[config.mk]
export PLATFORM = sky130hd
export DESIGN_NAME = ps2_scancode_set1_to_ascii
export DESIGN_NICKNAME = d
export VERILOG_FILES = /design/src/rtl/ps2s1_pkg.sv /design/src/rtl/ps2s1_xlate.sv /design/src/rtl/ps2_scancode_set1_to_ascii.sv
export SDC_FILE = /design/constraint.sdc
export NUM_CORES = 1
export LEC_CHECK = 0
export ABC_AREA = 1
export BUFFER_PORTS_ARGS = -buffer_cell sky130_fd_sc_hd__buf_2
export CAP_MARGIN = 5
export CORE_MARGIN = 3
export CORE_UTILIZATION = 60
export CTS_CLUSTER_DIAMETER = 120
export DETAILED_ROUTE_END_ITERATION = 10
export HOLD_SLACK_MARGIN = 0.06
export PLACE_DENSITY = 0.89
export REMOVE_ABC_BUFFERS = 1
export SLEW_MARGIN = 5
export SYNTH_ARGS = -nofsm -noshare
export SYNTH_HDL_FRONTEND = slang
export SYNTH_SLANG_ARGS = --single-unit
[constraint.sdc]
create_clock -name i_clk -period 4.51 [get_ports i_clk]
set_input_delay 0.451 -clock i_clk [delete_from_list [all_inputs] [get_ports i_clk]]
set_output_delay 0.451 -clock i_clk [all_outputs]
set_load 0.05 [all_outputs]
[src/rtl/ps2s1_pkg.sv]
// Shared types, scan codes and key maps for the scan code set 1 translator.
// Depends on nothing; used by ps2s1_xlate and ps2_scancode_set1_to_ascii.
`default_nettype none

package ps2s1_pkg;

    // Modifier state: bits 0..5 leave the block as flags, bit 6 is the E0 escape.
    localparam int unsigned MOD_W   = 7;
    localparam int unsigned FLAG_W  = 6;
    localparam int unsigned BIT_SHIFT  = 0;
    localparam int unsigned BIT_CTRL   = 1;
    localparam int unsigned BIT_ALT    = 2;
    localparam int unsigned BIT_CAPS   = 3;
    localparam int unsigned BIT_NUM    = 4;
    localparam int unsigned BIT_SCROLL = 5;
    localparam int unsigned BIT_ESC    = 6;

    typedef logic [MOD_W-1:0] t_mod_state;

    // Result of translating one byte
    typedef struct packed {
        logic [7:0] char_code;
        t_mod_state next_state;
    } t_xlate_res;

    // Prefix and modifier scan codes (escaped codes carry bit 7)
    localparam logic [7:0] SC_PREFIX  = 8'hE0;
    localparam logic [7:0] SC_LCTRL   = 8'h1D;
    localparam logic [7:0] SC_RCTRL   = 8'h9D;
    localparam logic [7:0] SC_LSHIFT  = 8'h2A;
    localparam logic [7:0] SC_RSHIFT  = 8'h36;
    localparam logic [7:0] SC_LALT    = 8'h38;
    localparam logic [7:0] SC_RALT    = 8'hB8;
    localparam logic [7:0] SC_CAPS    = 8'h3A;
    localparam logic [7:0] SC_NUM     = 8'h45;
    localparam logic [7:0] SC_SCROLL  = 8'h46;

    // Escaped keys
    localparam logic [7:0] SC_KP_ENTER = 8'h9C;
    localparam logic [7:0] SC_KP_DIV   = 8'hB5;
    localparam logic [7:0] SC_HOME     = 8'hC7;
    localparam logic [7:0] SC_END      = 8'hCF;
    localparam logic [7:0] SC_UP       = 8'hC8;
    localparam logic [7:0] SC_DOWN     = 8'hD0;
    localparam logic [7:0] SC_LEFT     = 8'hCB;
    localparam logic [7:0] SC_RIGHT    = 8'hCD;
    localparam logic [7:0] SC_PGUP     = 8'hC9;
    localparam logic [7:0] SC_PGDN     = 8'hD1;
    localparam logic [7:0] SC_INS      = 8'hD2;
    localparam logic [7:0] SC_DEL      = 8'hD3;

    // Character codes for special keys
    localparam logic [7:0] CH_NONE     = 8'h00;
    localparam logic [7:0] CH_LF       = 8'h0A;
    localparam logic [7:0] CH_CR       = 8'h0D;
    localparam logic [7:0] CH_SLASH    = 8'h2F;
    localparam logic [7:0] CH_CTRL_SL  = 8'hEF;
    localparam logic [7:0] CH_HOME     = 8'hE0;
    localparam logic [7:0] CH_END      = 8'hE1;
    localparam logic [7:0] CH_UP       = 8'hE2;
    localparam logic [7:0] CH_DOWN     = 8'hE3;
    localparam logic [7:0] CH_LEFT     = 8'hE4;
    localparam logic [7:0] CH_RIGHT    = 8'hE5;
    localparam logic [7:0] CH_PGUP     = 8'hE6;
    localparam logic [7:0] CH_PGDN     = 8'hE7;
    localparam logic [7:0] CH_INS      = 8'hE8;
    localparam logic [7:0] CH_DEL      = 8'hE9;
    localparam logic [7:0] CASE_DELTA  = 8'h20;

    localparam int unsigned MAP_DEPTH  = 96;
    localparam int unsigned CTRL_DEPTH = 56;

    // Unshifted map
    localparam logic [7:0] PLAIN_MAP [MAP_DEPTH] = '{
        8'h00, 8'h1B, 8'h31, 8'h32, 8'h33, 8'h34, 8'h35, 8'h36,
        8'h37, 8'h38, 8'h39, 8'h30, 8'h2D, 8'h3D, 8'h08, 8'h09,
        8'h71, 8'h77, 8'h65, 8'h72, 8'h74, 8'h79, 8'h75, 8'h69,
        8'h6F, 8'h70, 8'h5B, 8'h5D, 8'h0A, 8'h00, 8'h61, 8'h73,
        8'h64, 8'h66, 8'h67, 8'h68, 8'h6A, 8'h6B, 8'h6C, 8'h3B,
        8'h27, 8'h60, 8'h00, 8'h5C, 8'h7A, 8'h78, 8'h63, 8'h76,
        8'h62, 8'h6E, 8'h6D, 8'h2C, 8'h2E, 8'h2F, 8'h00, 8'h2A,
        8'h00, 8'h20, 8'h00, 8'h00, 8'h00, 8'h00, 8'h00, 8'h00,
        8'h00, 8'h00, 8'h00, 8'h00, 8'h00, 8'h00, 8'h00, 8'h37,
        8'h38, 8'h39, 8'h2D, 8'h34, 8'h35, 8'h36, 8'h2B, 8'h31,
        8'h32, 8'h33, 8'h30, 8'h2E, 8'h00, 8'h00, 8'h00, 8'h00,
        8'h00, 8'h00, 8'h00, 8'h00, 8'h00, 8'h00, 8'h00, 8'h00
    };

    // Shifted map
    localparam logic [7:0] SHIFT_MAP [MAP_DEPTH] = '{
        8'h00, 8'h1B, 8'h21, 8'h40, 8'h23, 8'h24, 8'h25, 8'h5E,
        8'h26, 8'h2A, 8'h28, 8'h29, 8'h5F, 8'h2B, 8'h08, 8'h09,
        8'h51, 8'h57, 8'h45, 8'h52, 8'h54, 8'h59, 8'h55, 8'h49,
        8'h4F, 8'h50, 8'h7B, 8'h7D, 8'h0A, 8'h00, 8'h41, 8'h53,
        8'h44, 8'h46, 8'h47, 8'h48, 8'h4A, 8'h4B, 8'h4C, 8'h3A,
        8'h22, 8'h7E, 8'h00, 8'h7C, 8'h5A, 8'h58, 8'h43, 8'h56,
        8'h42, 8'h4E, 8'h4D, 8'h3C, 8'h3E, 8'h3F, 8'h00, 8'h2A,
        8'h00, 8'h20, 8'h00, 8'h00, 8'h00, 8'h00, 8'h00, 8'h00,
        8'h00, 8'h00, 8'h00, 8'h00, 8'h00, 8'h00, 8'h00, 8'h37,
        8'h38, 8'h39, 8'h2D, 8'h34, 8'h35, 8'h36, 8'h2B, 8'h31,
        8'h32, 8'h33, 8'h30, 8'h2E, 8'h00, 8'h00, 8'h00, 8'h00,
        8'h00, 8'h00, 8'h00, 8'h00, 8'h00, 8'h00, 8'h00, 8'h00
    };

    // Control map, covers the low codes only
    localparam logic [7:0] CTRL_MAP [CTRL_DEPTH] = '{
        8'h00, 8'h00, 8'h00, 8'h00, 8'h00, 8'h00, 8'h00, 8'h00,
        8'h00, 8'h00, 8'h00, 8'h00, 8'h00, 8'h00, 8'h00, 8'h00,
        8'h11, 8'h17, 8'h05, 8'h12, 8'h14, 8'h19, 8'h15, 8'h09,
        8'h0F, 8'h10, 8'h00, 8'h00, 8'h0D, 8'h00, 8'h01, 8'h13,
        8'h04, 8'h06, 8'h07, 8'h08, 8'h0A, 8'h0B, 8'h0C, 8'h00,
        8'h00, 8'h00, 8'h00, 8'h1C, 8'h1A, 8'h18, 8'h03, 8'h16,
        8'h02, 8'h0E, 8'h0D, 8'h00, 8'h00, 8'hEF, 8'h00, 8'h00
    };

    // Held modifier that a code drives
    function automatic t_mod_state hold_mask(input logic [7:0] code);
        t_mod_state m;
        m = '0;
        case (code)
            SC_LCTRL, SC_RCTRL:   m[BIT_CTRL]  = 1'b1;
            SC_LSHIFT, SC_RSHIFT: m[BIT_SHIFT] = 1'b1;
            SC_LALT, SC_RALT:     m[BIT_ALT]   = 1'b1;
            default:              m = '0;
        endcase
        return m;
    endfunction

    // Lock bit that a press toggles
    function automatic t_mod_state lock_mask(input logic [7:0] code);
        t_mod_state m;
        m = '0;
        case (code)
            SC_CAPS:   m[BIT_CAPS]   = 1'b1;
            SC_NUM:    m[BIT_NUM]    = 1'b1;
            SC_SCROLL: m[BIT_SCROLL] = 1'b1;
            default:   m = '0;
        endcase
        return m;
    endfunction

endpackage

`default_nettype wire

[src/rtl/ps2s1_xlate.sv]
// Combinational translation of one scan byte against the current modifier state.
// Depends on ps2s1_pkg (maps, scan codes, state layout).
`default_nettype none

module ps2s1_xlate (
    input  wire logic [7:0]            i_scan_byte,
    input  wire ps2s1_pkg::t_mod_state i_state,
    output ps2s1_pkg::t_xlate_res      o_res
);

    logic                  esc;
    logic [7:0]            rel_code;
    logic [7:0]            press_code;
    ps2s1_pkg::t_mod_state press_state;
    logic [7:0]            map_char;
    logic [7:0]            press_char;

    assign esc        = i_state[ps2s1_pkg::BIT_ESC];
    // release keeps bit 7 only when escaped; a press gains bit 7 when escaped
    assign rel_code   = esc ? i_scan_byte : {1'b0, i_scan_byte[6:0]};
    assign press_code = {esc, i_scan_byte[6:0]};

    // Modifier update for a press, escape cleared
    always_comb begin
        press_state = i_state;
        press_state[ps2s1_pkg::BIT_ESC] = 1'b0;
        press_state = press_state | ps2s1_pkg::hold_mask(press_code);
        press_state = press_state ^ ps2s1_pkg::lock_mask(press_code);
    end

    // Map lookup: ctrl wins over shift
    always_comb begin
        map_char = ps2s1_pkg::CH_NONE;
        if (!press_code[7]) begin
            if (press_state[ps2s1_pkg::BIT_CTRL]) begin
                if (press_code < 8'(ps2s1_pkg::CTRL_DEPTH)) begin
                    map_char = ps2s1_pkg::CTRL_MAP[press_code[5:0]];
                end
            end else if (press_code < 8'(ps2s1_pkg::MAP_DEPTH)) begin
                if (press_state[ps2s1_pkg::BIT_SHIFT]) begin
                    map_char = ps2s1_pkg::SHIFT_MAP[press_code[6:0]];
                end else begin
                    map_char = ps2s1_pkg::PLAIN_MAP[press_code[6:0]];
                end
            end
        end else begin
            case (press_code)
                ps2s1_pkg::SC_KP_ENTER: begin
                    map_char = press_state[ps2s1_pkg::BIT_CTRL] ?
                               ps2s1_pkg::CH_CR : ps2s1_pkg::CH_LF;
                end
                ps2s1_pkg::SC_KP_DIV: begin
                    map_char = press_state[ps2s1_pkg::BIT_CTRL] ?
                               ps2s1_pkg::CH_CTRL_SL : ps2s1_pkg::CH_SLASH;
                end
                ps2s1_pkg::SC_HOME:  map_char = ps2s1_pkg::CH_HOME;
                ps2s1_pkg::SC_END:   map_char = ps2s1_pkg::CH_END;
                ps2s1_pkg::SC_UP:    map_char = ps2s1_pkg::CH_UP;
                ps2s1_pkg::SC_DOWN:  map_char = ps2s1_pkg::CH_DOWN;
                ps2s1_pkg::SC_LEFT:  map_char = ps2s1_pkg::CH_LEFT;
                ps2s1_pkg::SC_RIGHT: map_char = ps2s1_pkg::CH_RIGHT;
                ps2s1_pkg::SC_PGUP:  map_char = ps2s1_pkg::CH_PGUP;
                ps2s1_pkg::SC_PGDN:  map_char = ps2s1_pkg::CH_PGDN;
                ps2s1_pkg::SC_INS:   map_char = ps2s1_pkg::CH_INS;
                ps2s1_pkg::SC_DEL:   map_char = ps2s1_pkg::CH_DEL;
                default:             map_char = ps2s1_pkg::CH_NONE;
            endcase
        end
    end

    // Caps lock swaps letter case
    always_comb begin
        press_char = map_char;
        if (press_state[ps2s1_pkg::BIT_CAPS]) begin
            if (map_char inside {[8'h61:8'h7A]}) begin
                press_char = map_char - ps2s1_pkg::CASE_DELTA;
            end else if (map_char inside {[8'h41:8'h5A]}) begin
                press_char = map_char + ps2s1_pkg::CASE_DELTA;
            end
        end
    end

    // Prefix, release or press
    always_comb begin
        o_res.char_code  = ps2s1_pkg::CH_NONE;
        o_res.next_state = i_state;
        if (i_scan_byte == ps2s1_pkg::SC_PREFIX) begin
            o_res.next_state[ps2s1_pkg::BIT_ESC] = 1'b1;
        end else if (i_scan_byte[7]) begin
            o_res.next_state = i_state & ~ps2s1_pkg::hold_mask(rel_code);
            o_res.next_state[ps2s1_pkg::BIT_ESC] = 1'b0;
        end else begin
            o_res.next_state = press_state;
            o_res.char_code  = press_char;
        end
    end

endmodule

`default_nettype wire

[src/rtl/ps2_scancode_set1_to_ascii.sv]
// Scan code set 1 to ASCII translator, top level: input register, translation, result register.
// An accepted byte goes through the input register and then the result register.
// Throughput: one byte per cycle unless the master side stalls; modifier state updates per byte.
// Reset (synchronous, i_rst_n low): modifier and escape state cleared, both stages emptied.
// Depends on ps2s1_pkg and ps2s1_xlate.
`default_nettype none

module ps2_scancode_set1_to_ascii (
    input  wire logic        i_clk,
    input  wire logic        i_rst_n,
    // slave side
    input  wire logic        i_s_axis_tvalid,
    output logic             o_s_axis_tready,
    input  wire logic [7:0]  i_s_axis_tdata,   // [7:0] scan_byte
    // master side
    output logic             o_m_axis_tvalid,
    input  wire logic        i_m_axis_tready,
    output logic [15:0]      o_m_axis_tdata    // [7:0] char_code, [13:8] modifier_flags, [15:14] 0
);

    logic                     r_in_valid;
    logic [7:0]               r_in_byte;
    ps2s1_pkg::t_mod_state    r_mod_state;
    logic                     r_out_valid;
    logic [7:0]               r_out_char;
    logic [ps2s1_pkg::FLAG_W-1:0] r_out_flags;

    logic                     n_in_valid;
    logic                     n_out_valid;
    logic                     adv;
    logic                     in_take;
    ps2s1_pkg::t_xlate_res    xres;

    // Result register frees when empty or taken; input stage moves with it
    assign adv             = !r_out_valid || i_m_axis_tready;
    assign o_s_axis_tready = !r_in_valid || adv;
    assign in_take         = i_s_axis_tvalid && o_s_axis_tready;

    ps2s1_xlate u_xlate (
        .i_scan_byte (r_in_byte),
        .i_state     (r_mod_state),
        .o_res       (xres)
    );

    // Stage valid next values
    always_comb begin
        n_in_valid  = r_in_valid;
        n_out_valid = r_out_valid;
        if (adv) begin
            n_out_valid = r_in_valid;
            n_in_valid  = 1'b0;
        end
        if (in_take) begin
            n_in_valid = 1'b1;
        end
    end

    // Control state
    always_ff @(posedge i_clk) begin
        if (!i_rst_n) begin
            r_in_valid  <= 1'b0;
            r_out_valid <= 1'b0;
            r_mod_state <= '0;
        end else begin
            r_in_valid  <= n_in_valid;
            r_out_valid <= n_out_valid;
            if (adv && r_in_valid) begin
                r_mod_state <= xres.next_state;
            end
        end
    end

    // Payload
    always_ff @(posedge i_clk) begin
        if (in_take) begin
            r_in_byte <= i_s_axis_tdata;
        end
        if (adv && r_in_valid) begin
            r_out_char  <= xres.char_code;
            r_out_flags <= xres.next_state[ps2s1_pkg::FLAG_W-1:0];
        end
    end

    assign o_m_axis_tvalid = r_out_valid;
    assign o_m_axis_tdata  = {2'b00, r_out_flags, r_out_char};

    // Any non-prefix byte leaves the escape flag clear
    a_esc_clear: assert property (@(posedge i_clk) disable iff (!i_rst_n)
        (adv && r_in_valid && r_in_byte != ps2s1_pkg::SC_PREFIX)
        |=> !r_mod_state[ps2s1_pkg::BIT_ESC])
        else $error("escape flag survived a non-prefix byte");

    // A prefix arms escape and yields no character
    a_prefix: assert property (@(posedge i_clk) disable iff (!i_rst_n)
        (adv && r_in_valid && r_in_byte == ps2s1_pkg::SC_PREFIX)
        |=> (r_mod_state[ps2s1_pkg::BIT_ESC] && r_out_char == ps2s1_pkg::CH_NONE))
        else $error("prefix byte mishandled");

    // A release yields no character
    a_release: assert property (@(posedge i_clk) disable iff (!i_rst_n)
        (adv && r_in_valid && r_in_byte[7] && r_in_byte != ps2s1_pkg::SC_PREFIX)
        |=> r_out_char == ps2s1_pkg::CH_NONE)
        else $error("release byte produced a character");

    // State moves only when a byte is translated
    a_state_hold: assert property (@(posedge i_clk) disable iff (!i_rst_n)
        !(adv && r_in_valid) |=> $stable(r_mod_state))
        else $error("modifier state changed without a byte");

endmodule

`default_nettype wire

# Word-level counts from Yosys, hierarchy flattened
# Memories as Yosys holds them, arrays and structs flattened.
# Cells that the tools add are included.
# word_totals
rom_bits,2560
in_bits,12
reg_bits,31
n_memories,3
elab_cells,109
# mem_list
memory,depth,word_bits,rd,rd_clocked_by_memory_dff,write_ports,line,rtl
(no name shown),128,8,1,0,0,ps2s1_xlate.sv:41,map_char = ps2s1_pkg::SHIFT_MAP[press_code[6:0]];
(no name shown),128,8,1,0,0,ps2s1_xlate.sv:43,map_char = ps2s1_pkg::PLAIN_MAP[press_code[6:0]];
(no name shown),64,8,1,0,0,ps2s1_xlate.sv:37,map_char = ps2s1_pkg::CTRL_MAP[press_code[5:0]];
# op_classes
bitwise,6
mux,40
n_addsub,2
n_reduce_logical,16
n_eq_ne,28
magnitude_cmp,8
# op_table
cell,n
$eq 8x8->1 const B,17
$mux 8,16
$pmux 8 s12,1
$eq 8x6->1 const B,7
$mux 1,18
$eq 8x5->1 const B,2
$eq 8x7->1 const B,2
$ge 8x7->1 const B,2
$le 8x7->1 const B,2
$reduce_or 2->1,7
$mux 3,3
$add 8x6->8 const B,1
$ge 8x8->1 const B,1
$lt 8x6->1 const B,1
$lt 8x7->1 const B,1
$not 7->8,1
$sub 8x6->8 const B,1
$ge 7x7->1 const B,1
$mux 7,1
$not 6->7,1
$xor 7x6->7,1
$and 6x6->6,1
$mux 6,1
$not 6->6,1
other kinds (5),10

# Logic depth before layout (Yosys ltp)
# depth
word_depth,14
mapped_depth,25
ltp_nobuf,25

# Cells and area by module
# Synthesis repeated with hierarchy kept, for this count alone.
# hier_totals
cells_unflattened,546
hier_area_um2,3429.5
# modules_own_cells
module,area_per_inst_um2,seq_area_each_um2,n_inst,cells_per_inst
ps2s1_xlate,2321.0,0.0,1,462
ps2_scancode_set1_to_ascii,1108.6,840.8,1,84

# Worst setup path after synthesis
# No wires, ideal clock.
# synth_path
path_kind,reg-to-reg
startpoint,register r_in_byte[1]
endpoint,register r_out_char[7] (data pin)
path_stages_with_launch,24
path_slack_ns,1.355
arrival_time_ns,2.891
n_path_buf,0
required_ns,4.246
path_cell_list,edfxtp_1 > inv_1 > ha_1 > nand2_1 > nor2_1 > o21ai_1 > nand3_1 > nor3_1 > nand2_1 > nor2_1 > inv_1 > nor2_1 > inv_1 > ha_1 > inv_1 > nor2_1 > nand4_1 > nand2_1 > nand2_1 > nand2_2 > nand2_1 > nor2_1 > nor2_1 > nor2_2
# synth_between
elab_chain_cells,14
elab_cells_between_ends,58
cone_classes,add/sub: 2; order compare: 6; eq/ne: 18; mux: 20; bitwise: 4; reduce/logical: 5; memory: 3
# synth_lines
element,line,rtl
start: declaration,ps2_scancode_set1_to_ascii.sv:22,logic [7:0] r_in_byte;
start signal: assignment,ps2_scancode_set1_to_ascii.sv:76,r_in_byte <= i_s_axis_tdata;
branches (longest 14 deep; another with $mem_v2 128x8),-,
end signal: assignment,ps2_scancode_set1_to_ascii.sv:79,r_out_char <= xres.char_code;
end: declaration,ps2_scancode_set1_to_ascii.sv:25,logic [7:0] r_out_char;
# Parallel ways; which one is timed is not known. The select of a mux whose other input is x is not followed.
# A chain may end at the register's enable or synchronous reset.

# Final worst setup path
# Same ends and word-level chain as after synthesis.

==> impl_metrics.tcl <==
set metrics [dict create \
    crit_arrival_ns 4.00 \
    path_clk_slew_ns 0.07 \
    period_share 0.880 \
    clock-sinks 31 \
    synthTopCellsByArea "edfxtp_1 19%, nand2_1 14%, nand3_1 9.7%" \
    die_y_um 81.8 \
    crit_start "r_in_byte[1]" \
    yosys_most_used_dff "edfxtp_1" \
    synth_edf_count 22 \
    powerDensity_mw_per_mm2 252 \
    skew_ns 0.00910 \
    netlist.area_leader.share 0.192 \
    cts_hold_buf 0 \
    yosys-top-cells-count "127 x nand2_1, 67 x nand3_1, 61 x nor2_1, 53 x inv_1, 34 x o21ai_0" \
    synthXorXnorAreaFrac 0.00762 \
    yosysWarningCount 0 \
    synth-simple-area-share 0.427 \
    p_sw_uw 375 \
    drive_gt1_frac 0.171 \
    syn_avg_cell_area_um2 6.39 \
    max-slew-margin-rel 0.571 \
    syn-cell-area_mm2 0.00345 \
    dp_hpwl_um 8580 \
    final_nets 589 \
    synth_adder_area_share 0.0544 \
    die_w_um 81.8 \
    cp-start-kind "flop" \
    ys_seq_area_frac 0.244 \
    synthArstFlopShare 0 \
    finalSetupTns_ns 0 \
    rrSetupSlack_ns 0.54 \
    initial_core_util 0.647 \
    num_rows 26 \
    hold_violations 0 \
    grt_max_degree 22 \
    synth_compound_area_frac 0.154 \
    hp-class "input pin to flop" \
    fin_area_mm2 0.00371 \
    core_mm2 0.00534 \
    via_per_inst 6.52 \
    antenna_found_initial 0 \
    num_vias 4128 \
    internal_power_uw 560 \
    critPathRequiredTime_ns 4.54 \
    power.share.combinational 0.367 \
    placed_area_mm2 0.00360 \
    nFillCells 464 \
    r2r-start "r_in_byte[1]" \
    p_leak_uw 0.00187 \
    peakVddDrop_mv 0.209 \
    regToRegEndpoint "r_out_char[7]" \
    path_class "flop to flop" \
    design.die.area_mm2 0.00670 \
    clk_latency_ns 0.28 \
    cts_resized 0 \
    cp_common_cell "nor2_1" \
    path_cells "inv_1 -> ha_1 -> nand2_1 -> nor2_1 -> o21ai_1 -> nand3_1 -> nor3_1 -> nand2_1 -> nor2_1 -> inv_1 -> nor2_1 -> inv_1 -> ha_1 -> inv_1 -> nor2_1 -> nand4_1 -> nand2_1 -> nand2_1 -> nand2_2 -> nand2_1 -> nor2_1 -> nor2_1 -> nor2_2" \
    drv_cap 0 \
    first_iter_violations 668 \
    status "completed" \
    cts.root.buffer_cell "clkbuf_8" \
    sw_frac_of_total 0.401 \
    cts_buffer_depth 2 \
    timing.final.max_slew_violations 0 \
    hold-worst-slack_ns 0.340 \
    grt_pass1_vias 3781 \
    globalplace.congestion 1.05 \
    yosys-mux-area-fraction 0 \
    synth_most_common_cell "nand2_1" \
    remaining_drc_errors 0 \
    cts_buffers 5 \
    rsz0062_at_grt "false" \
    fmax_mhz 252 \
    synth_top_family_by_area "simple AND/OR/NAND/NOR gates" \
    cts_tree "yes" \
    post-cts-setup-buffers 0 \
    rr_worst_depth 23 \
    routed_wl_um 11600 \
    setup_viol 0 \
    grt_pass1_wl_um 18900 \
    max_stage_delay_ns 0.61 \
    endpoint_kind "flop" \
    io-pin-count 30 \
    synth_cell_types 43 \
    antenna_cells 0 \
    tightest_slew_ns 0.640 \
    syn_inst 540 \
    ys_ff_latch 31 \
    netlist.top_cell.by_area "edfxtp_1" \
    ant_nets 0 \
    slowest_stage "edfxtp_1" \
    cts_max_level 2 \
    firstDrtPassIters 7 \
    critPathMaxFanout 12 \
    grt_use_total 0.370 \
    wire_per_inst_um 18.3 \
    gr-total-overflow 0 \
    syn2layout_area_growth_pct 7.58 \
    power.clock.fraction 0.265 \
    io_buffers 27 \
    cp-endpoint "r_out_char[7]" \
    p_seq_frac 0.368 \
    fin_crit_ns 3.97 \
]
[worst max-delay path, delay by kind of cell (launching register included)]
family / cells / cell delay [ns]
simple gates: 16 / 1.82
flops: 1 / 0.61
buf+inv: 4 / 0.58
fa+ha+maj: 2 / 0.52
compound gates: 1 / 0.20
[per-stage QoR]
stage / worst slack, ns / std cells / total power (uW) / util
2_1_floorplan: 1.19 / 521 / 581 / -
6_report: 0.542 / 633 / 936 / 0.696
5_1_grt: 0.172 / 633 / 980 / 0.696
4_1_cts: 0.704 / 633 / 922 / 0.696
3_3_place_gp: 1.01 / 625 / 669 / 0.675
3_5_place_dp: 0.753 / 625 / 673 / 0.675
[how the worst min path moves through the flow]
| stage | startpoint | slack (ns) | depth (start not counted) | end |
|---|---|---|---|---|
| 3_3_place_gp | o_m_axis_tvalid | 0.50 | 2 | o_m_axis_tvalid |
| 6_report | i_s_axis_tdata[7] | 0.34 | 1 | r_in_byte[7] |
| 2_1_floorplan | r_mod_state[2] | 0.50 | 2 | r_mod_state[2] |
| 5_1_grt | i_s_axis_tdata[4] | 0.33 | 1 | r_in_byte[4] |
| 4_1_cts | i_s_axis_tdata[5] | 0.33 | 1 | r_in_byte[5] |
| 3_5_place_dp | r_mod_state[2] | 0.53 | 2 | r_mod_state[2] |
[flip-flops by register name, summed over array words and instances, names as in the netlist]
signal,cells
r_in_byte,8
r_out_char,8
r_mod_state,7
r_out_flags,6
o_m_axis_tvalid,1
r_in_valid,1
[cells in the final DEF (no fill, tap or decap), types with 2 or more instances in the layout]
master	Yosys	layout
edfxtp_1	22	22
buf_2	10	27
xor2_1	3	3
nor2_2	3	3
a31oi_1	2	2
nand4_1	7	7
nand2_1	127	127
a21oi_1	33	33
nor3_1	5	5
buf_4	6	7
inv_1	53	53
ha_1	15	15
o21ai_2	2	2
nor3_2	3	3
inv_4	4	4
o21bai_1	2	2
nand2_2	15	15
nor2_1	61	61
dfxtp_1	9	9
nor4_1	3	3
o21ai_0	34	34
clkbuf_8	0	5
nand3_2	2	2
o22ai_1	2	2
nor2_4	4	4
inv_2	9	9
nand2_4	5	5
o21ai_1	9	9
nand3_1	67	67
nor3_4	3	3
conb_1	1	2
o211ai_1	5	5
[power by group through the flow]
stage	logic (uW)	registers (uW)	clock network [uW]
2_1_floorplan	202	379	0
3_3_place_gp	321	348	0
3_5_place_dp	324	349	0
4_1_cts	328	343	251
5_1_grt	371	346	263
6_report	344	344	248
[cell families after synthesis]
kind of cell,after synthesis
buffers and inverters,87
adders and majority gates,15
other,1
AOI/OAI and AO/OA,95
xor gates and xnor gates,3
DFF,31
and+or+nand+nor,308
[final cells by class]
| type | instances | area, um2 | share of cell area |
|---|---|---|---|
| Clock inverter | 2 | 13.8 | 0.00371 |
| Multi-Input combinational cell | 423 | 2230 | 0.600 |
| Timing Repair Buffer | 34 | 188 | 0.0506 |
| Tap cell | 70 | 87.6 | 0.0236 |
| Clock buffer | 6 | 93.8 | 0.0253 |
| Inverter | 67 | 262 | 0.0705 |
| Sequential cell | 31 | 841 | 0.227 |
[metal layers]
| layer | routed length (um) | vias to the layer above | part of all wire | global-route usage |
|---|---|---|---|---|
| li1 | - | 1831 | - | - |
| met1 | 4120 | 1779 | 0.36 | 0.485 |
| met2 | 4960 | 429 | 0.43 | 0.561 |
| met3 | 1880 | 89 | 0.16 | 0.121 |
| met4 | 643 | 0 | 0.055 | 0.150 |
| met5 | 0 | - | 0 | 0 |
Power figures use the tool's default switching activity.
